File: src/hdl/crossfade_overlap_add_assert.svh
// Assertion macros for the crossfade overlap-add block.
// Used by the top level only; no other dependencies.
`ifndef CROSSFADE_OVERLAP_ADD_ASSERT_SVH
`define CROSSFADE_OVERLAP_ADD_ASSERT_SVH

// Same-cycle implication, disabled during reset.
`define COA_ASSERT_IMPLY(label, clk, rst, ante, cons) \
   label: assert property (@(posedge clk) disable iff (rst) (ante) |-> (cons)) \
      else $error("crossfade overlap-add same-cycle check failed");

// Next-cycle implication, disabled during reset.
`define COA_ASSERT_NEXT(label, clk, rst, ante, cons) \
   label: assert property (@(posedge clk) disable iff (rst) (ante) |=> (cons)) \
      else $error("crossfade overlap-add next-cycle check failed");

`endif

File: src/hdl/coa_pkg.sv
// Shared types and constants for the crossfade overlap-add block.
// No dependencies; imported by every module of the block.
package coa_pkg;

   localparam int MAX_CHUNK    = 4096;
   localparam int ADDR_BITS    = $clog2(MAX_CHUNK);
   localparam int SAMPLE_BITS  = 16;
   localparam int LEN_BITS     = 13;
   localparam int GAIN_BITS    = 16;
   localparam int WIN_BITS     = 16;
   localparam int SUM_BITS     = 40;
   localparam int WEIGHT_BITS  = 28;
   localparam int ONE_Q15      = 32768;
   localparam int CSR_IDX_BITS = 2;
   localparam int CSR_DATA_BITS = 16;
   localparam int QUEUE_DEPTH  = 2;

   // Register indexes of the configuration port.
   typedef enum logic [CSR_IDX_BITS-1:0] {
      CSR_CHUNK_LEN = 2'd0,
      CSR_STEP_LEN  = 2'd1,
      CSR_FADE_LEN  = 2'd2,
      CSR_RAMP_GAIN = 2'd3
   } csr_index_type;

   typedef struct packed {
      logic signed [SAMPLE_BITS-1:0] sample_in;
      logic                          first_of_stream;
      logic                          final_chunk;
   } req_type;

   typedef struct packed {
      logic signed [SAMPLE_BITS-1:0] sample_out;
      logic                          end_of_stream;
   } rsp_type;

   typedef struct packed {
      logic [LEN_BITS-1:0]  chunk_len;
      logic [LEN_BITS-1:0]  step_len;
      logic [LEN_BITS-1:0]  fade_len;
      logic [GAIN_BITS-1:0] ramp_gain;
   } cfg_type;

   // One classified sample on its way from the front to the back.
   typedef struct packed {
      logic signed [SAMPLE_BITS-1:0] sample;
      logic                          first;
      logic                          emit;
      logic                          eos;
      logic [ADDR_BITS-1:0]          addr;
      logic [WIN_BITS-1:0]           win;
   } work_type;

   typedef struct packed {
      logic clearing;
      logic pop_queue;
      logic load_rsp;
   } back_status_type;

endpackage

File: src/hdl/coa_front.sv
// Front end: tracks chunk position, computes window value, address and emit flags.
// Depends on coa_pkg.
module coa_front (
   input  logic              clock,
   input  logic              reset,
   input  coa_pkg::cfg_type  cfg,
   input  logic              accept,
   input  coa_pkg::req_type  req,
   output coa_pkg::work_type work
);
   import coa_pkg::*;

   logic [ADDR_BITS-1:0]       base_ff, base_in;
   logic [LEN_BITS-1:0]        idx_ff, idx_in;
   logic [LEN_BITS-1:0]        c, s0, s, f, cf, j, k, m, idx0;
   logic [ADDR_BITS-1:0]       base0, base1;
   logic                       wrap, fade_out, fade_in, at_end, big, last;
   logic [LEN_BITS+GAIN_BITS-1:0] prod;
   logic [WIN_BITS-1:0]        win;

   // Clamp the registers to their legal ranges.
   always_comb begin
      c = cfg.chunk_len;
      if (c == '0) begin
         c = LEN_BITS'(1);
      end
      if (c > LEN_BITS'(MAX_CHUNK)) begin
         c = LEN_BITS'(MAX_CHUNK);
      end
      s0 = (cfg.step_len == '0) ? LEN_BITS'(1) : cfg.step_len;
      s  = (s0 > c) ? c : s0;
      f  = (cfg.fade_len > c) ? c : cfg.fade_len;
   end

   // Position of this sample, after a restart or a chunk wrap.
   always_comb begin
      idx0  = req.first_of_stream ? '0 : idx_ff;
      base0 = req.first_of_stream ? '0 : base_ff;
      wrap  = idx0 >= c;
      base1 = wrap ? base0 + s[ADDR_BITS-1:0] : base0;
      k     = wrap ? '0 : idx0;
   end

   // Window: one shared multiplier serves both ramps.
   always_comb begin
      cf       = c - f;
      j        = k - cf;
      fade_out = (f != '0) && (k >= cf);
      fade_in  = (f != '0) && (k < f) && !fade_out;
      m        = fade_out ? j : k;
      prod     = m * cfg.ramp_gain;
      at_end   = (f >= LEN_BITS'(2)) && (m == f - LEN_BITS'(1));
      big      = prod >= (LEN_BITS+GAIN_BITS)'(ONE_Q15);
      if (fade_out) begin
         win = (at_end || big) ? '0 :
               WIN_BITS'((LEN_BITS+GAIN_BITS)'(ONE_Q15) - prod);
      end else if (fade_in) begin
         win = (at_end || big) ? WIN_BITS'(ONE_Q15) : prod[WIN_BITS-1:0];
      end else begin
         win = WIN_BITS'(ONE_Q15);
      end
   end

   // Classification and next position.
   always_comb begin
      last        = k == c - LEN_BITS'(1);
      work.sample = req.sample_in;
      work.first  = req.first_of_stream;
      work.addr   = base1 + k[ADDR_BITS-1:0];
      work.emit   = req.final_chunk || (k < s);
      work.eos    = req.final_chunk && last;
      work.win    = win;
      if (last) begin
         base_in = req.final_chunk ? '0 : base1 + s[ADDR_BITS-1:0];
         idx_in  = '0;
      end else begin
         base_in = base1;
         idx_in  = k + LEN_BITS'(1);
      end
   end

   always_ff @(posedge clock) begin
      if (reset) begin
         base_ff <= '0;
         idx_ff  <= '0;
      end else if (accept) begin
         base_ff <= base_in;
         idx_ff  <= idx_in;
      end
   end

endmodule

File: config.mk
export PLATFORM = sky130hd
export DESIGN_NAME = coa_front
export DESIGN_NICKNAME = d
export VERILOG_FILES = /design/src/hdl/crossfade_overlap_add_assert.svh /design/src/hdl/coa_pkg.sv /design/src/hdl/coa_front.sv
export SDC_FILE = /design/constraint.sdc
export NUM_CORES = 1
export LEC_CHECK = 0
export BUFFER_PORTS_ARGS = -buffer_cell sky130_fd_sc_hd__buf_2
export CORE_MARGIN = 10
export CORE_UTILIZATION = 55
export CTS_CLUSTER_DIAMETER = 200
export DETAILED_ROUTE_END_ITERATION = 8
export PLACE_DENSITY = 0.72
export RECOVER_POWER = 25
export REMOVE_ABC_BUFFERS = 1
export SLEW_MARGIN = 20
export SYNTH_ARGS = -nofsm -noshare
export SYNTH_HDL_FRONTEND = slang
export SYNTH_SLANG_ARGS = --single-unit
File: constraint.sdc
create_clock -name clock -period 36.3 [get_ports clock]
set_clock_uncertainty 0.2 [all_clocks]
set_input_delay 3.63 -clock clock [delete_from_list [all_inputs] [get_ports clock]]
set_output_delay 3.63 -clock clock [all_outputs]
set_load 0.05 [all_outputs]
======== Yosys cells after proc, flatten, opt, wreduce, memory -nomap -nowiden ========
Index checks and enable logic that the tools add are counted.
storage, ports and cells
  register bits ........................... 25
  bits in latches ......................... 0
  bits in writable memories ............... 0
  bits in read-only memories .............. 0
  input bits .............................. 76
  output and inout bits ................... 47
  logic and storage cells ................. 51
  memories ................................ 0
operators by class
  add/subtract/negate cells ............... 9
  multipliers ............................. 1
  divide/modulo/power cells ............... 0
  order comparisons ....................... 9
  equal/unequal tests ..................... 2
  shift operators ......................... 0
  muxes and demuxes ....................... 17
  bitwise operators ....................... 0
  reduce and logical (&&, ||, !) cells .... 11
operators with widths
  cell                    count
  $mux 13                 9
  $mux 16                 4
  $mux 12                 4
  $add 12x12->12          3
  $ge 29x16->1 const B    1
  $mul 13x16->29          1
  $eq 13x13->1            2
  $ge 13x13->1            2
  $gt 13x13->1            2
  $logic_not 13->1        2
  $lt 13x13->1            2
  $sub 13x1->13 const B   2
  $sub 13x13->13          2
  $sub 16x16->16 const A  1
  $add 13x1->13 const B   1
  $ge 13x2->1 const B     1
  $gt 13x13->1 const B    1
  $reduce_bool 13->1      1
  $logic_and 1x1->1       5
  $logic_or 1x1->1        2
  $logic_not 1->1         1

======== Depth between registers and ports, before layout ========
  depth in word-level cells ............... 16
  mapped depth ............................ 60
  mapped depth without buffers ............ 56

======== Least setup slack after synthesis ========
Ideal clock, no wire load.
  kind .................................... input to output
  start ................................... in cfg[54] (netlist bit)
  end ..................................... out work[10] (netlist bit)
  data arrival time ....................... 16,281 ps
  data required time ...................... 32,470 ps
  setup slack ............................. 16,189 ps
  cell stages on the path ................. 56
  buffers on the path ..................... 7
  cell sequence ........................... buf_1 buf_1 buf_1 nor2_1 inv_1 ha_1 and3_1 nand4_1 a211o_1 a21oi_1 buf_2 mux2i_1 inv_1 ha_1 inv_1 a21oi_1 o21ai_0 a21oi_1 [20 not listed] fa_1 fa_1 inv_1 fa_1 inv_1 ha_1 o21a_1 o21ai_0 nand2b_1 a21o_1 a31oi_1 mux2_2 nor4_1 nand3_1 nor4_1 o211ai_2 buf_2 nor2_1
RTL lines
  what                RTL line        RTL
  start: declaration  coa_front.sv:6  input coa_pkg::cfg_type cfg,
  end: declaration    coa_front.sv:9  output coa_pkg::work_type work

==> impl_metrics.yaml <==
global_route:
  first_global_vias: 13500
  grt_usage_pct: 26.2
  grt_pass1_wl_um: 71800
  antenna_found_initial: 0
  grt-ovfl-total: 0
  grt_start_max_net_pins: 32
synth:
  yosys.area_share.adder_pct: 39.3
  synth_xor_area_share_pct: 6.46
  synthMuxAreaShare_pct: 3.22
  yosys_warnings: 0
  async_flop_share_pct: 0
  post-synth-top-area-cell: "fa_1"
  synth_top_cell_area_share_pct: 21.9
  yosysMostFrequentCell: "inv_1"
  yosys_most_used_dff: "dfxtp_1"
  avgSynthCellArea_um2: 7.71
  netlist_instances: 1881
  synth_compound_area_share_pct: 15.3
  synth_area_leaders: "fa_1, ha_1, inv_1"
  synth_area_um2: 14500
  synth-seq-cells: 25
  ys_top_cells_by_count: "inv_1, nand2_1, ha_1, fa_1, nor2_1"
  synth_cell_types: 88
  synth-edff-count: 0
  synth_top_family_by_area: "adder cells"
  yosys.area_share.simple_pct: 22.6
  ys_seq_area_share_pct: 3.45
clock_tree:
  cts_buffers: 3
  clockRootBuffer: "clkbuf_16"
  clk_path_buf_depth: 2
  clkLatencyLatePin_ns: 0.27
  tritoncts: "built"
  clk_pin_slew_ns: 0.07
  cts-hold-fix-buffers: 0
  cts.sinks: 25
  cts_max_level: 1
  cts_setup_buffers: 0
  cts_resized: 0
worst_setup_path:
  cp_max_fo: 31
  cp_data_required_time_ns: 32.47
  arrival_ns: 18.25
  slowest_delay_ns: 0.89
  endpoint_kind: "output port"
  rr_endpoint: "base_ff[10]"
  rr_worst_depth: 23
  startpoint_type: "input pin"
  r2r_slack_ns: 31.06
  criticalPathCategory: "input pin to output port"
  r2r-start: "idx_ff[10]"
  crit_slowest_cell: "o21ai_2"
route:
  post-route-drc-count: 0
  wl_um: 44400
  detail-route-antenna-nets: 0
  drt-vias-per-instance: 5.99
  via_count: 13300
  drt-initial-drc-count: 1136
  first_pass_iters: 5
  wl_per_cell_um: 20.0
pwr:
  total_leakage_power_nw: 7.82
  powerDensity_nw_per_um2: 12.4
  vdd_drop_max_mv: 0.0185
placement:
  dp_hpwl_um: 35300
  numPlacedInstances: 2222
  port_buffers: 90
  gp_congestion: 0.976
  dpl_cell_area_um2: 15000
sta:
  hold_viol: 0
  slew_viol_final: 0
  max_freq_mhz: 45.3
  setup_viol: 0
  tns_ns: 0
  max-slew-margin-rel_pct: 25.0
  fin_crit_sh_pct: 60.8
  tightest_slew_ns: 1.12
  fin_crit_ns: 22.08
  rsz0062_at_grt: "false"
floorplanning:
  dieArea_um2: 33300
  ios: 123
  num_rows: 59
  die_x_um: 182
  core_um2: 26000
  die_y_um: 182
  start_util_pct: 55.8
layout:
  area_growth_pct: 4.26
  finalNonFillerCells: 2226
  nNetsFinal: 2328
  antennaDiodeCount: 0
  drive_above_1_share_pct: 8.51
  fill_cells: 2447
  fin_area_um2: 15100
worst_hold_path:
  min_path_type: "register to register"
  hp-start: "idx_ff[2]"
  whs_path_depth: 2
  holdPathEnd: "idx_ff[2]"
run:
  max_cap_violations: 0
run_status:
  status: "finished clean"
==> kinds of logic (layout without fill, tap and decap cells) <==
logic type,after synthesis,after routing
and+or+nand+nor,650,650
adders and majority gates,360,360
buffers and inverters,355,365
AOI/OAI and AO/OA,339,339
xor gates and xnor gates,107,107
muxes,45,45
DFF,25,25
==> area by class of cell <==
cell class	instances	area [um^2]	share of cell area, %
inverters	255	957	6.33
well taps	335	419	2.77
repair buffers	106	571	3.77
clock inverters	1	5.00	0.0331
flip-flops and latches	25	500	3.31
clock buffers	3	75.1	0.496
multi-input cells	1501	12600	83.3
==> cells in the final DEF (no fill, tap or decap), drive strengths merged, types with 13 or more instances in the layout <==
master	n
nor3	42
o21ai	73
nand2	212
dfxtp	25
nor2b	76
o21a	13
mux2	13
xnor2	77
and2	72
a21o	37
a21oi	100
a22oi	14
inv	254
nor4	14
nand2b	20
buf	106
mux2i	32
a31oi	23
nor2	107
nand3	37
o21bai	14
ha	201
fa	159
xor2	30
nand4	16
==> per-stage QoR <==
stage	setup slack [ns]	power [mW]	hold WS [ns]	utilization (%)
after floorplan	14.99	0.121	0.231	-
after global routing	13.28	0.202	0.288	58.2
final	14.22	0.187	0.266	58.2
after CTS	14.70	0.186	0.267	58.2
after global placement	15.13	0.157	0.253	57.9
after detailed placement	14.72	0.159	0.255	57.9
==> power by group <==
group	switching [mW]	total [mW]	internal, mW
logic	0.0835	0.133	0.0497
registers	0.000378	0.0283	0.0279
clock network	0.0109	0.0258	0.0149
total	0.0947	0.187	0.0925
==> worst max-delay path by stage <==
| stage | start | endpoint | slack [ns] | depth (start not counted) |
|---|---|---|---|---|
| final | cfg[54] | work[15] | 14.22 | 52 |
| after global routing | cfg[54] | work[4] | 13.28 | 56 |
| after CTS | cfg[54] | work[15] | 14.70 | 55 |
| after detailed placement | cfg[54] | work[15] | 14.72 | 55 |
| after global placement | cfg[54] | work[15] | 15.13 | 55 |
| after floorplan | cfg[46] | work[15] | 14.99 | 51 |
==> state kept, by name, summed over array words and instances (netlist names) <==
name     cells
base_ff     12
idx_ff      13
==> worst max-delay path: cells and delay by family <==
family | cells | cell delay (ns)
AOI/OAI and AO/OA | 23 | 5.79
adders and majority gates | 9 | 3.88
buffers and inverters | 8 | 2.14
and+or+nand+nor | 9 | 1.62
muxes | 2 | 1.01
xor gates and xnor gates | 1 | 0.15
==> metal layers <==
layer	global-route usage, %	up-vias	part of all wire (%)
li1	-	6284	-
met1	33.8	6388	42
met2	45.0	565	48
met3	3.74	93	7.5
met4	6.90	0	2.6
met5	0	-	0
Power figures use the tool's default switching activity.
