`src/hdl/crossfade_overlap_add_assert.svh`:
```
// Assertion macros for the crossfade overlap-add block.
// Used by the top level only; no other dependencies.
`ifndef CROSSFADE_OVERLAP_ADD_ASSERT_SVH
`define CROSSFADE_OVERLAP_ADD_ASSERT_SVH

// Same-cycle implication, disabled during reset.
`define COA_ASSERT_IMPLY(label, clk, rst, ante, cons) \
   label: assert property (@(posedge clk) disable iff (rst) (ante) |-> (cons)) \
      else $error("crossfade overlap-add same-cycle check failed");

// Next-cycle implication, disabled during reset.
`define COA_ASSERT_NEXT(label, clk, rst, ante, cons) \
   label: assert property (@(posedge clk) disable iff (rst) (ante) |=> (cons)) \
      else $error("crossfade overlap-add next-cycle check failed");

`endif

```
`src/hdl/coa_pkg.sv`:
```
// Shared types and constants for the crossfade overlap-add block.
// No dependencies; imported by every module of the block.
package coa_pkg;

   localparam int MAX_CHUNK    = 4096;
   localparam int ADDR_BITS    = $clog2(MAX_CHUNK);
   localparam int SAMPLE_BITS  = 16;
   localparam int LEN_BITS     = 13;
   localparam int GAIN_BITS    = 16;
   localparam int WIN_BITS     = 16;
   localparam int SUM_BITS     = 40;
   localparam int WEIGHT_BITS  = 28;
   localparam int ONE_Q15      = 32768;
   localparam int CSR_IDX_BITS = 2;
   localparam int CSR_DATA_BITS = 16;
   localparam int QUEUE_DEPTH  = 2;

   // Register indexes of the configuration port.
   typedef enum logic [CSR_IDX_BITS-1:0] {
      CSR_CHUNK_LEN = 2'd0,
      CSR_STEP_LEN  = 2'd1,
      CSR_FADE_LEN  = 2'd2,
      CSR_RAMP_GAIN = 2'd3
   } csr_index_type;

   typedef struct packed {
      logic signed [SAMPLE_BITS-1:0] sample_in;
      logic                          first_of_stream;
      logic                          final_chunk;
   } req_type;

   typedef struct packed {
      logic signed [SAMPLE_BITS-1:0] sample_out;
      logic                          end_of_stream;
   } rsp_type;

   typedef struct packed {
      logic [LEN_BITS-1:0]  chunk_len;
      logic [LEN_BITS-1:0]  step_len;
      logic [LEN_BITS-1:0]  fade_len;
      logic [GAIN_BITS-1:0] ramp_gain;
   } cfg_type;

   // One classified sample on its way from the front to the back.
   typedef struct packed {
      logic signed [SAMPLE_BITS-1:0] sample;
      logic                          first;
      logic                          emit;
      logic                          eos;
      logic [ADDR_BITS-1:0]          addr;
      logic [WIN_BITS-1:0]           win;
   } work_type;

   typedef struct packed {
      logic clearing;
      logic pop_queue;
      logic load_rsp;
   } back_status_type;

endpackage

```
`src/hdl/coa_queue.sv`:
```
// Short queue of classified samples between the front and the back.
// Depends on coa_pkg.
module coa_queue (
   input  logic              clock,
   input  logic              reset,
   input  logic              wr_en,
   input  coa_pkg::work_type wr_data,
   output logic              full,
   input  logic              rd_en,
   output coa_pkg::work_type rd_data,
   output logic              empty
);
   import coa_pkg::*;

   localparam int PTR_BITS = $clog2(QUEUE_DEPTH);
   localparam int CNT_BITS = $clog2(QUEUE_DEPTH + 1);

   work_type              slot_ff [QUEUE_DEPTH];
   logic [PTR_BITS-1:0]   wr_ptr_ff, rd_ptr_ff;
   logic [CNT_BITS-1:0]   count_ff, count_in;

   assign full    = count_ff == CNT_BITS'(QUEUE_DEPTH);
   assign empty   = count_ff == '0;
   assign rd_data = slot_ff[rd_ptr_ff];

   always_comb begin
      count_in = count_ff;
      if (wr_en && !rd_en) begin
         count_in = count_ff + CNT_BITS'(1);
      end else if (rd_en && !wr_en) begin
         count_in = count_ff - CNT_BITS'(1);
      end
   end

   // Storage needs no reset.
   always_ff @(posedge clock) begin
      if (wr_en) begin
         slot_ff[wr_ptr_ff] <= wr_data;
      end
   end

   always_ff @(posedge clock) begin
      if (reset) begin
         wr_ptr_ff <= '0;
         rd_ptr_ff <= '0;
         count_ff  <= '0;
      end else begin
         if (wr_en) begin
            wr_ptr_ff <= (wr_ptr_ff == PTR_BITS'(QUEUE_DEPTH - 1)) ? '0 : wr_ptr_ff + PTR_BITS'(1);
         end
         if (rd_en) begin
            rd_ptr_ff <= (rd_ptr_ff == PTR_BITS'(QUEUE_DEPTH - 1)) ? '0 : rd_ptr_ff + PTR_BITS'(1);
         end
         count_ff <= count_in;
      end
   end

endmodule

```
`config.mk`:
```
export PLATFORM = sky130hd
export DESIGN_NAME = coa_queue
export DESIGN_NICKNAME = d
export VERILOG_FILES = /design/src/hdl/crossfade_overlap_add_assert.svh /design/src/hdl/coa_pkg.sv /design/src/hdl/coa_queue.sv
export SDC_FILE = /design/constraint.sdc
export NUM_CORES = 1
export LEC_CHECK = 0
export BUFFER_PORTS_ARGS = -buffer_cell sky130_fd_sc_hd__buf_4
export CELL_PAD_IN_SITES_DETAIL_PLACEMENT = 0
export CELL_PAD_IN_SITES_GLOBAL_PLACEMENT = 1
export CORE_ASPECT_RATIO = 0.6
export CORE_UTILIZATION = 30
export CTS_BUF_LIST = sky130_fd_sc_hd__clkbuf_8
export DETAILED_ROUTE_END_ITERATION = 12
export PLACE_DENSITY_LB_ADDON = 0.3
export RECOVER_POWER = 50
export SETUP_SLACK_MARGIN = 0.4
export SLEW_MARGIN = 20
export SYNTH_ARGS = -nofsm -noshare
export SYNTH_HDL_FRONTEND = slang
export SYNTH_SLANG_ARGS = --single-unit
```
`constraint.sdc`:
```
create_clock -name clock -period 3.6 [get_ports clock]
set_input_delay 0 -clock clock [delete_from_list [all_inputs] [get_ports clock]]
set_output_delay 0 -clock clock [all_outputs]
set_load 0.005 [all_outputs]
```
After elaboration in Yosys (flattened, before gate mapping)
Memories as Yosys holds them, arrays and structs flattened. A register that Yosys moved wholly into a read port is not among the register bits.
Cells that the tools add are included.
W data, S select, Z words.
{ "classes": {"add_sub_neg": 4, "mul": 0, "n_bitwise": 0, "shifts": 0, "div_mod_pow": 0, "reduce_logical": 6, "n_lt_le_gt_ge": 0, "n_mux": 8, "n_eq_ne": 1} }
{ "op_table": {"columns": ["operator", "count"], "rows": [
  ["$mux W1", 6],
  ["$mux W2", 2],
  ["$add A1 B1 Y1 const B", 2],
  ["$add A2 B1 Y2 const B", 1],
  ["$eq A2 B2 Y1 const B", 1],
  ["$logic_and A1 B1 Y1", 2],
  ["$logic_not A1 Y1", 2],
  ["$logic_not A2 Y1", 1],
  ["$reduce_bool A2 Y1", 1],
  ["$sub A2 B1 Y2 const B", 1]
]} }
{ "totals": {"out_inout_bits": 49, "inputBits": 51, "register_bits": 4, "memories": 1, "latchBits": 0, "romBits": 0, "word_cells": 23, "ram_bits": 94} }
{ "mem_list": {"columns": ["name", "words", "width", "read_ports", "rd_ports_with_merged_regs", "wr", "line_no", "rtl"], "rows": [
  ["slot_ff", 2, 47, 1, 1, 1, "coa_queue.sv:18", "work_type slot_ff [QUEUE_DEPTH];"]
]} }

Longest topological paths before layout
{ "logic_depth": {"ltp_word": 4, "mapped_depth": 5, "mapped_depth_nobuf": 5} }

Worst setup path before layout
No wires, ideal clock.
{ "synth_timing": {"kind": "reg-to-reg", "start": "register wr_ptr_ff", "end": "memory slot_ff[0][0] (netlist name), enable pin", "setup_time_ns": 0.457, "slack_ns": 0.716, "required_time_ns": 3.143, "arrival_ns": 2.427, "path_stages_with_launch": 2, "path_cell_list": "dfxtp_1 > nor2b_1"} }
{ "synth_lines": {"columns": ["element", "line_no", "rtl"], "rows": [
  ["from (decl)", "coa_queue.sv:19", "logic [PTR_BITS-1:0] wr_ptr_ff, rd_ptr_ff;"],
  ["from (signal assigned)", "coa_queue.sv:49", "wr_ptr_ff <= (wr_ptr_ff == PTR_BITS'(QUEUE_DEPTH - 1)) ? '0 : wr_ptr_ff + PTR_BITS'(1);"],
  ["to (decl)", "coa_queue.sv:18", null]
]} }
Straight into the memory's write port.

Worst setup path in the final report
{ "layout_timing": {"start": "input wr_en", "end": "memory slot_ff[0][27] (netlist name), enable pin"} }
{ "layout_via": {"elab_chain_cells": 2} }
{ "layout_lines": {"columns": ["element", "line_no", "rtl"], "rows": [
  ["from (decl)", "coa_queue.sv:6", "input logic wr_en,"],
  ["$mux W1", "coa_queue.sv:37", "if (wr_en) begin"],
  ["$mux W1 (implied by the code)", "coa_queue.sv:38", "slot_ff[wr_ptr_ff] <= wr_data;"]
]} }
No other way between the ends.

==> summary.md <==
| Metric | Value |
|---|---|
| Post-synthesis compound-gate area fraction | `0.278%` |
| Largest family of logic cells by synthesized area | `multiplexers` |
| Worst-Skew Late Latency | `0.36 ns` |
| Seq cells post-synth | `99` |
| Gate power share | `13.4%` |
| Delay-heaviest family, CP | `buffers and inverters` |
| 1st-iter DRT viols | `93` |
| Cells after DPL | `423` |
| Number of I/O pins | `100` |
| Fin cells | `489` |
| Syn Inst Count | `168` |
| Worst slew pin tran | `0.747 ns` |
| First-pass GRT wire length | `10,900 um` |
| Setup TNS | `0 ns` |
| Synth-to-Final Area Change | `43.3%` |
| H-tree depth | `3` |
| Post-synthesis mux area share | `14.7%` |
| HPWL Detailed | `4280 um` |
| Grt ovf | `0` |
| Layout cell share with drive strength beyond 1 | `46.2%` |
| Rows | `30` |
| Worst VDD drop | `0.000213 V` |
| Vias in the first global route | `2,191` |
| Register area share after synthesis | `81.1%` |
| Synth Cell Area | `3610 um^2` |
| CTS tree | `built` |
| Cell-internal power | `1860 uW` |
| Chip width | `144 um` |
| Largest stage delay on the critical path | `0.67 ns` |
| Final WL | `7070 um` |
| Hold Path Class | `in -> reg` |
| Slew headroom | `50.1%` |
| CP arrival | `1.86 ns` |
| Starting Density | `31.4%` |
| Slowest cell on the critical path | `nor2b_4` |
| Diode count | `0` |
| CP max FO | `24` |
| XOR/XNOR share of the synthesized area | `0.972%` |
| WL/cell | `14.5 um` |
| Fin nets | `376` |
| Ys Warns | `0` |
| Critical Path, Cell by Cell | `dlygate4sd3_1, clkbuf_1, nor2b_4, buf_4` |
| Synth Area in Simple Gates | `1.28%` |
| Largest net degree at the start of global routing | `48` |
| Final min period | `1.83 ns` |
| Final setup vio count | `0` |
| Post-CTS setup buffer count | `0` |
| Outcome | `finished, final reports clean` |
| Clock-pin transition on the worst setup and hold timing paths | `0.09 ns` |
| Max cap viols | `0` |
| I/O Buffers | `99` |
| Crit path buf inv count | `3` |
| Yosys cell types | `17` |
| CP endpoint kind | `register` |
| Clk sink count | `99` |
| Final worst clock skew | `0.00503 ns` |
| Fmax achieved | `0.547 GHz` |
| Die Ht | `86.9 um` |
| Filler cells | `1,068` |
| Hold WS | `0.378 ns` |
| Sw frac | `22.1%` |
| Initial antenna violation count | `0` |
| Full die area | `12,500 um^2` |
| Tcrit/Tclk final | `50.8%` |
| Clk buf depth | `2` |
| Syn_area_per_cell | `21.5 um^2` |
| Total CTS buffers | `9` |
| Routed vias/inst | `4.15` |
| CTS Root Cell | `clkbuf_8` |
| Area of the multi-input gates | `643 um^2` |
| Pwr Density | `462 nW/um^2` |
| Unrepaired setup endpoints after global routing | `no` |
| Antenna Nets Post-Route | `0` |
| Adder-Cell Fraction of Synth Area | `0.347%` |
| Crit path kind | `in -> reg` |
| GR Util All Layers | `12.1%` |
| Via count | `2,030` |
| Slew Limit Fails | `0` |
| Core area | `11,500 um^2` |
| Drt pass-1 iters | `5` |
| LEAKAGE | `0.00189 uW` |
| Worst Path Required | `3.63 ns` |
| Syn nets | `220` |
| Clock power frac | `28.9%` |
| Register Area | `2930 um^2` |
| Reg power frac | `57.7%` |
| GP Congestion | `0.681` |
| Final Hold Vio Count | `0` |
| Remaining DRCs | `0` |
| Psw | `527 uW` |
| Final core occ | `45.0%` |
| Critical path startpoint category | `input port` |
synthesized netlist by cell type, drive strengths merged:
library cell / n / area (um^2)
edfxtp: 94 / 2820
mux2: 47 / 529
buf: 5 / 46.3
dfxtp: 5 / 100
nor2: 5 / 18.8
xnor2: 2 / 17.5
xor2: 2 / 17.5
a21oi: 1 / 5.00
and2: 1 / 6.26
and2b: 1 / 8.76
ha: 1 / 12.5
inv: 1 / 3.75
nor2b: 1 / 6.26
o21ai: 1 / 5.00
or3: 1 / 6.26
per-stage QoR:
stage                     cell area, um^2  total power, uW  worst slack [ns]
final                                5170             2390              1.77
after global routing                 5170             2500              1.61
after CTS                            5220             2430              1.77
after detailed placement             4520             1690              1.79
after global placement               4520             1690              1.77
after floorplan                      3610             1520             0.716
layout by cell type, fill, tap and decap left out:
cell,Yosys,routed
clkinv_1,0,2
and2b_2,1,1
and2_4,0,1
a21oi_1,1,1
clkinv_2,0,1
clkbuf_1,0,12
clkinv_4,0,3
or3_1,1,1
buf_1,0,1
dfxtp_1,5,4
xor2_1,2,2
bufinv_16,0,1
edfxtp_1,94,94
mux2_2,47,47
inv_1,1,1
dfxtp_4,0,1
buf_4,1,50
xnor2_1,2,2
nor2b_4,0,1
nor2_1,5,5
dlygate4sd3_1,0,50
ha_1,1,1
o21ai_0,1,1
clkbuf_4,0,37
clkbuf_8,0,9
cell type report:
class / count / share of cell area, %
inverter: 1 / 0.0726
clock inverter: 7 / 1.33
sequential: 99 / 56.6
multi-input combinational: 63 / 12.4
timing repair buffer: 150 / 23.3
tap: 160 / 3.87
clock buffer: 9 / 2.40
power by group through the flow:
| stage | Combinational, uW | Sequential, uW | Clock (uW) |
|---|---|---|---|
| global placement | 287 | 1400 | 0 |
| finish | 319 | 1380 | 690 |
| detailed placement | 288 | 1410 | 0 |
| floorplan | 141 | 1380 | 0 |
| global route | 349 | 1390 | 760 |
| CTS | 335 | 1380 | 713 |
registers in the layout, indices dropped and copies added (netlist names), named ones only:
| signal | cells |
|---|---|
| count_ff | 2 |
| rd_ptr_ff | 1 |
| slot_ff | 94 |
| wr_ptr_ff | 1 |
tightest hold or removal path, stage by stage:
cell and delay [ns]:
dlygate4sd3_1 0.53, buf_4 0.13, nor2_1 0.04
per-layer routing:
layer | vias to the layer above | global-route usage [%] | part of all wire (%)
li1 | 963 | - | -
met1 | 986 | 14.7 | 45
met2 | 76 | 19.2 | 45
met3 | 5 | 6.10 | 9.2
met4 | 0 | 3.19 | 0.68
met5 | - | 0 | 0
worst paths after layout:
| path | startpoint | to | slack, ns | cells after the start |
|---|---|---|---|---|
| worst min-delay path | reset | register | 0.38 | 3 |
| worst max-delay path | wr_en | slot_ff[0][27] | 1.77 | 4 |
| worst min register to register | count_ff[1] | count_ff[1] | 0.51 | 2 |
| worst max register to register | wr_ptr_ff | slot_ff[0][27] | 1.83 | 2 |
cell families (layout without fill, tap and decap cells):
kind of cell / count (synthesis) / count (layout)
flip-flops: 99 / 99
buffers and inverters: 6 / 167
AND/OR/NAND/NOR: 9 / 9
XOR/XNOR: 4 / 4
AO/OA/AOI/OAI: 2 / 2
multiplexers: 47 / 47
adder cells (fa/ha/maj): 1 / 1
what timing repair did:
item | in CTS | in global routing
gates resized for setup | 0 | 0
hold buffers | 50 | 0
endpoints found under the hold margin | 99 | 0
endpoints found under the setup margin | 0 | 0
Note: power is estimated with default switching activity, not from simulation.
